==> config.mk <==
export PLATFORM = sky130hd
export DESIGN_NAME = dsc_ctrl
export DESIGN_NICKNAME = d
export VERILOG_FILES = /design/src/rtl/core/dsc_pkg.sv /design/src/rtl/core/dsc_ctrl.sv
export SDC_FILE = /design/constraint.sdc
export NUM_CORES = 1
export LEC_CHECK = 0
export ABC_AREA = 1
export BUFFER_PORTS_ARGS = -buffer_cell sky130_fd_sc_hd__buf_2
export CAP_MARGIN = 20
export CORE_MARGIN = 1.5
export CORE_UTILIZATION = 40
export DETAILED_ROUTE_END_ITERATION = 8
export GPL_TIMING_DRIVEN = 0
export SYNTH_ARGS = -nofsm -noshare
export SYNTH_HDL_FRONTEND = slang
export SYNTH_SLANG_ARGS = --single-unit
==> constraint.sdc <==
create_clock -name clock -period 2.4 [get_ports clock]
set_input_delay 0.48 -clock clock [delete_from_list [all_inputs] [get_ports clock]]
set_output_delay 0.48 -clock clock [all_outputs]
set_load 0.005 [all_outputs]
==> src/rtl/core/dsc_pkg.sv <==
// Shared types, widths and constants of the divisible-run counter.
// No dependencies; the files that use it refer to it by scoped names.
package dsc_pkg;

   localparam int unsigned MAX_MODULUS = 65536;
   localparam int unsigned ADDR_W      = $clog2(MAX_MODULUS);
   localparam int unsigned RES_W       = ADDR_W;
   localparam int unsigned MOD_W       = 17;
   localparam int unsigned BOX_W       = 20;
   localparam int unsigned SUM_W       = 21;
   localparam int unsigned WAYS_W      = 25;
   localparam int unsigned CNT_W       = 17;
   localparam int unsigned EPOCH_W     = 8;
   localparam int unsigned BITCNT_W    = $clog2(SUM_W);

   localparam logic [WAYS_W-1:0]   WAYS_MOD  = 25'd20091101;
   localparam logic [CNT_W-1:0]    SAT_CNT   = 17'h1FFFF;
   localparam logic [MOD_W-1:0]    MOD_LIMIT = MOD_W'(MAX_MODULUS);
   localparam logic [MOD_W-1:0]    MOD_RESET = 17'd1;
   localparam logic [EPOCH_W-1:0]  EPOCH_FIRST = 8'd1;
   localparam logic [BITCNT_W-1:0] LAST_BIT  = BITCNT_W'(SUM_W - 1);

   typedef struct packed {
      logic [BOX_W-1:0] box_count;
      logic             first_of_case;
      logic             last_of_case;
   } req_type;

   typedef struct packed {
      logic [WAYS_W-1:0] ways;
      logic [CNT_W-1:0]  max_orders;
   } rsp_type;

   // One residue table entry; valid only while its tag equals the case epoch
   typedef struct packed {
      logic [EPOCH_W-1:0] tag;
      logic [CNT_W-1:0]   occ;
      logic [CNT_W-1:0]   best;
   } mem_word_type;

   localparam int unsigned MEM_W = $bits(mem_word_type);

   typedef enum logic [2:0] {
      ST_CLEAR,
      ST_IDLE,
      ST_SEED,
      ST_LOAD,
      ST_DIV,
      ST_READ,
      ST_UPDATE,
      ST_EMIT
   } state_type;

   typedef struct packed {
      logic              accept;
      logic              clear_en;
      logic [ADDR_W-1:0] clear_addr;
      logic              seed;
      logic              load;
      logic              div_step;
      logic              read;
      logic              update;
      logic              emit;
   } cmd_type;

   typedef struct packed {
      logic first_in;
      logic last;
      logic epoch_full;
   } status_type;

endpackage

==> src/rtl/core/dsc_ctrl.sv <==
// Sequencer of the divisible-run counter: handshakes, clearing pass, division steps.
// Depends on dsc_pkg.
module dsc_ctrl (
   input  logic                clock,
   input  logic                reset,
   input  logic                req_valid,
   output logic                req_stall,
   output logic                rsp_valid,
   input  logic                rsp_stall,
   input  dsc_pkg::status_type status,
   output dsc_pkg::cmd_type    cmd
);

   dsc_pkg::state_type             state_ff, state_in;
   logic [dsc_pkg::ADDR_W-1:0]     clr_cnt_ff, clr_cnt_in;
   logic [dsc_pkg::BITCNT_W-1:0]   bit_cnt_ff, bit_cnt_in;
   logic                           seed_pend_ff, seed_pend_in;
   logic                           rsp_valid_ff, rsp_valid_in;

   // State and counters
   always_ff @(posedge clock) begin
      if (reset) begin
         state_ff     <= dsc_pkg::ST_CLEAR;
         clr_cnt_ff   <= '0;
         bit_cnt_ff   <= '0;
         seed_pend_ff <= 1'b0;
         rsp_valid_ff <= 1'b0;
      end else begin
         state_ff     <= state_in;
         clr_cnt_ff   <= clr_cnt_in;
         bit_cnt_ff   <= bit_cnt_in;
         seed_pend_ff <= seed_pend_in;
         rsp_valid_ff <= rsp_valid_in;
      end
   end

   // Next state and commands
   always_comb begin
      state_in     = state_ff;
      clr_cnt_in   = clr_cnt_ff;
      bit_cnt_in   = bit_cnt_ff;
      seed_pend_in = seed_pend_ff;
      cmd          = '0;
      cmd.clear_addr = clr_cnt_ff;
      req_stall    = 1'b1;

      unique case (state_ff)
         dsc_pkg::ST_CLEAR: begin
            cmd.clear_en = 1'b1;
            clr_cnt_in   = clr_cnt_ff + 1'b1;
            if (clr_cnt_ff == '1) begin
               seed_pend_in = 1'b0;
               state_in     = seed_pend_ff ? dsc_pkg::ST_SEED : dsc_pkg::ST_IDLE;
            end
         end
         dsc_pkg::ST_IDLE: begin
            req_stall = 1'b0;
            if (req_valid) begin
               cmd.accept = 1'b1;
               if (status.first_in && status.epoch_full) begin
                  seed_pend_in = 1'b1;
                  state_in     = dsc_pkg::ST_CLEAR;
               end else if (status.first_in) begin
                  state_in = dsc_pkg::ST_SEED;
               end else begin
                  state_in = dsc_pkg::ST_LOAD;
               end
            end
         end
         dsc_pkg::ST_SEED: begin
            cmd.seed = 1'b1;
            state_in = dsc_pkg::ST_LOAD;
         end
         dsc_pkg::ST_LOAD: begin
            cmd.load   = 1'b1;
            bit_cnt_in = '0;
            state_in   = dsc_pkg::ST_DIV;
         end
         dsc_pkg::ST_DIV: begin
            cmd.div_step = 1'b1;
            bit_cnt_in   = bit_cnt_ff + 1'b1;
            if (bit_cnt_ff == dsc_pkg::LAST_BIT) begin
               state_in = dsc_pkg::ST_READ;
            end
         end
         dsc_pkg::ST_READ: begin
            cmd.read = 1'b1;
            state_in = dsc_pkg::ST_UPDATE;
         end
         dsc_pkg::ST_UPDATE: begin
            cmd.update = 1'b1;
            state_in   = status.last ? dsc_pkg::ST_EMIT : dsc_pkg::ST_IDLE;
         end
         dsc_pkg::ST_EMIT: begin
            // Hold until the result register is free or drains this cycle
            if (!rsp_valid_ff || !rsp_stall) begin
               cmd.emit = 1'b1;
               state_in = dsc_pkg::ST_IDLE;
            end
         end
         default: begin
            state_in = dsc_pkg::ST_IDLE;
         end
      endcase
   end

   // Result beat valid: set when the result register is loaded, drop once taken
   assign rsp_valid_in = cmd.emit | (rsp_valid_ff & rsp_stall);
   assign rsp_valid    = rsp_valid_ff;

endmodule

Yosys cells after proc, flatten, opt, wreduce, memory -nomap -nowiden
Index checks and enable logic that the tools add are counted.
{"block": "classes", "add_sub_neg": 2, "n_mul": 0, "div": 0, "n_lt_le_gt_ge": 0, "eq_ne": 14, "shifts": 0, "muxes": 25, "bitwise": 2, "reduce_logical": 9}
{"operator": "3-bit one-hot mux with 8 select lines", "count": 1}
{"operator": "3-bit 2-to-1 mux", "count": 6}
{"operator": "16-bit by 1-bit adder with 16-bit output, second input constant", "count": 1}
{"operator": "16-bit == test, second input constant", "count": 1}
{"operator": "1-bit 2-to-1 mux", "count": 15}
{"operator": "3-bit == test, second input constant", "count": 4}
{"operator": "2-bit != test, second input constant", "count": 5}
{"operator": "5-bit one-hot mux with 2 select lines", "count": 1}
{"operator": "4-bit AND reduction", "count": 2}
{"operator": "3-bit by 2-bit == test with 1-bit output, second input constant", "count": 2}
{"operator": "5-bit by 1-bit adder with 5-bit output, second input constant", "count": 1}
{"operator": "5-bit == test, second input constant", "count": 1}
{"operator": "2-bit nonzero test", "count": 2}
{"operator": "3-bit by 1-bit == test with 1-bit output, second input constant", "count": 1}
{"operator": "3-bit zero test", "count": 1}
{"operator": "1-bit zero test", "count": 2}
{"operator": "2-bit 2-to-1 mux", "count": 1}
{"operator": "1-bit one-hot mux with 2 select lines", "count": 1}
{"operator": "1-bit AND", "count": 1}
{"operator": "1-bit logical AND", "count": 1}
{"operator": "1-bit logical OR", "count": 1}
{"operator": "1-bit bitwise OR", "count": 1}
{"block": "totals", "ff_bits": 26, "latchBits": 0, "ram_bits": 0, "romBits": 0, "out_inout_bits": 26, "wordCells": 57, "n_memories": 0}

Logic depth before layout (Yosys ltp)
{"block": "logic_depth", "depth_word": 5, "depth_mapped": 9}

Worst setup path after synthesis
OpenSTA, ideal clock, no wires.
{"block": "synth_timing", "path_type": "reg2reg", "startpoint": "reg clr_cnt_ff[0] (netlist bit)", "endpoint": "reg clr_cnt_ff[14] (netlist bit)", "setup_time_ps": 113, "arrival_ps": 1253, "path_slack_ps": 1035, "path_stages_with_launch": 9, "period_less_slack_ps": 1365, "cell_sequence": "dfxtp_1 -> ha_1 -> nand3_1 -> nor2_4 -> nand2_2 -> nor2_4 -> nand3_2 -> nor2_1 -> nor2_1"}
{"block": "synth_via", "elab_chain_cells": 1}
{"item": "start: declaration", "line_no": "dsc_ctrl.sv:15", "rtl": "logic [dsc_pkg::ADDR_W-1:0] clr_cnt_ff, clr_cnt_in;"}
{"item": "start signal: assignment", "line_no": "dsc_ctrl.sv:30", "rtl": "clr_cnt_ff <= clr_cnt_in;"}
{"item": "16-bit by 1-bit adder with 16-bit output", "line_no": "dsc_ctrl.sv:50", "rtl": "clr_cnt_in = clr_cnt_ff + 1'b1;"}
No other way between the ends.
A chain may end at the register's enable or synchronous reset.

==> results.ini <==
[sta]
total_negative_slack_ps=0
finalSetupViolations=0
final_critical_delay_including_setup_and_external_delays_ps=1910
hold_viol=0
worstMarginPinSlew_ps=521
min_period_over_period_pct=79.4
grt_setup_unrepaired=no
max-slew-margin-rel_pct=65.3
worst_clock_skew_ps=9.23
report.final.slew_viol_count=0
fmaxAchievable_mhz=525
finalWorstSetupSlack_ps=494

[floorplanning]
design.core.area_um2=3360
floorplan.die_area_um2=3920
start_util_pct=42.3
die_w_um=62.6
row_count=21
die_height_um=62.6
ios=33

[placed_design]
dp_hpwl_mm=2.22
pre_cts_slack_ps=850
io_buffer_count=32
gp_congestion=0.751
dpl-instance-area_um2=1640

[grt]
top_usage_layer=met2
pin_count_of_the_biggest_net_entering_global_routing=15
track_usage_pct=16.5
antenna_found_initial=0
grtUsageMet1_pct=22.1
grt_remaining_overflow=0
grt_use_met2_pct=25.9
use_met3_pct=3.24
vias_in_the_first_global_route=1196
first_pass_grt_wire_length_mm=5.29

[finish]
post-route-util_pct=49.9
final_cell_area_um2=1680
antennaDiodeCount=0
layout.nets=250
layout_cells_sized_above_1_pct=26.8
area_growth_pct=17.9

[routing]
ant_nets=0
via_count_of_the_routed_design=1308
drt_drc_violations_left=0
drt-total-wl_mm=2.86
first_iter_violations=42
drt_pass1_iterations=4
routed_via_density=4.59
wire_per_inst_um=10.0

[cts]
cts_post_setup_buffers_inserted=0
clockRootBuffer=clkbuf_4
cts_tree=yes
cts.sink_count=26
insertion_delay_of_the_later_clocked_pin_in_the_worst_skew_pair_ps=320
clk_path_buf_depth=2
ctsHoldBuffers=0
cts-htree-levels=1
numCtsBuffers=3
cts_resized=0
clk_transition_reported_paths_ps=150

[power]
total_power_mw=1.19
p_per_area_nw_per_um2=709
max-vdd-ir-drop_mv=0.245
static-leakage-power_nw=0.782

[setup_path]
worst_path_largest_cell_delay_ps=520
crit_family=flip-flops
timing.setup.critical_path_class=flip-flop to output port
crit-reg2reg-capture=clr_cnt_ff[14]
required_ps=1920
worstPathCellList=inv_4 -> nor3_2 -> inv_2 -> nor2_1 -> buf_2
rr_startpoint=clr_cnt_ff[0]
critPathCaptureType=output port
max_stage_delay_cell_worst_path=dfxtp_1
cp.buffers_inverters=3
worst-path-max-fanout=7
r2r_setup_slack_ps=890
critical_path_depth=5
critPathLaunchType=flip-flop
worst-r2r-cell-count=9
crit_arrival_ps=1430

[synth]
synth_fp_nets=213
ys_seq_elements=26
syn_inst=203
synth-seq-area-share_pct=36.6
yosysWarningCount=0
yosys.cell_types.count=30
syn-cell-area_um2=1420
post_syn_area_per_cell_um2=7.01

[min_path]
worst_hold_path.endpoint=rsp_valid
hold_path.startpoint=rsp_stall
min-delay-path-class=primary input to flip-flop
whs_path_depth=3

[job]
number_of_violations_of_the_max_capacitance_limit=0

[status]
status=finished, final reports clean

through the flow:
step                      hold WS (ps)  std cells
final                              424        285
after CTS                          407        285
after floorplan                    453        203
after detailed placement           460        281
after global routing               416        285
after global placement             465        281
final cells by class:
cell class / instances / area (um2)
well taps: 46 / 57.6
clock buffers: 4 / 36.3
multi-input cells: 142 / 761
flip-flops and latches: 26 / 520
plain buffers: 2 / 15.0
repair buffers: 32 / 160
fillers: 380 / 1690
inverters: 33 / 126
registers in the layout, indices dropped and copies added, names as in the netlist:
signal        flops
seed_pend_ff      1
bit_cnt_ff        5
state_ff          3
rsp_valid         1
clr_cnt_ff       16
layer usage:
layer | vias up | wire [um]
met5 | - | 0
met4 | 0 | 22
met3 | 2 | 121
met2 | 23 | 1230
met1 | 552 | 1490
li1 | 731 | -
cell usage after synthesis:
library cell  count  area [um2]
nand3_1          10        50.1
and2_1            1        6.26
a21oi_2           1        8.76
ha_1              3        37.5
o21ai_2           1        8.76
nor2_1           23        86.3
and3_1            1        6.26
xor2_1            1        8.76
a211oi_2          2        25.0
nand3_2           3        30.0
inv_1            25        93.8
nand4_1           5        31.3
nor3_1            5        25.0
dfxtp_1          26         521
inv_4             1        6.26
inv_2             7        26.3
nor2_2            4        25.0
nand2_2           3        18.8
nor3_2            1        10.0
a31oi_1           1        6.26
a21oi_1          18        90.1
buf_6             1        11.3
o21ai_0           8        40.0
nor2_4            3        33.8
nand3_4           1        17.5
nand2_1          42         158
o211ai_1          2        15.0
clkbuf_1          1        3.75
o21bai_1          1        7.51
o21a_1            2        15.0
power breakdown:
group	internal, mW	leakage [nW]	total [mW]	switching, mW
sequential	0.475	0.211	0.528	0.0534
clock	0.0928	0.0210	0.228	0.135
combinational	0.167	0.550	0.433	0.267
total	0.734	0.782	1.19	0.455
worst max path at each step:
stage             startpoint              to  slack, ps
6_report         state_ff[0]         cmd[23]        490
5_1_grt          state_ff[0]         cmd[23]        300
4_1_cts          state_ff[0]         cmd[23]        460
3_5_place_dp     state_ff[0]         cmd[23]        850
3_3_place_gp     state_ff[0]         cmd[23]        850
2_1_floorplan  clr_cnt_ff[0]  clr_cnt_ff[14]       1030
worst register-to-register path: cells and delay by family, from the launching register on:
family / cells / cell delay (ps)
and+or+nand+nor: 8 / 820
adders and majority gates: 1 / 220
DFF: 1 / 420
layout by cell type, fill, tap and decap left out, types with 3 or more instances in the layout:
master / synthesis / layout
nand2_1: 42 / 42
buf_2: 0 / 32
dfxtp_1: 26 / 26
inv_1: 25 / 25
nor2_1: 23 / 23
a21oi_1: 18 / 18
nand3_1: 10 / 10
o21ai_0: 8 / 8
inv_2: 7 / 7
nor3_1: 5 / 5
nand4_1: 5 / 5
nor2_2: 4 / 4
nand2_2: 3 / 3
nor2_4: 3 / 3
nand3_2: 3 / 3
ha_1: 3 / 3
clkbuf_4: 0 / 3
cells by family (layout without fill, tap and decap cells):
logic type	count (synthesis)	in the layout	synth area share, %
compound gates	36	36	15.2
xor+xnor	1	1	0.616
fa+ha+maj	3	3	2.64
buf+inv	35	71	9.94
flops	26	26	36.6
simple gates	102	102	35.0
No activity file was read; power rests on OpenSTA's default activity.
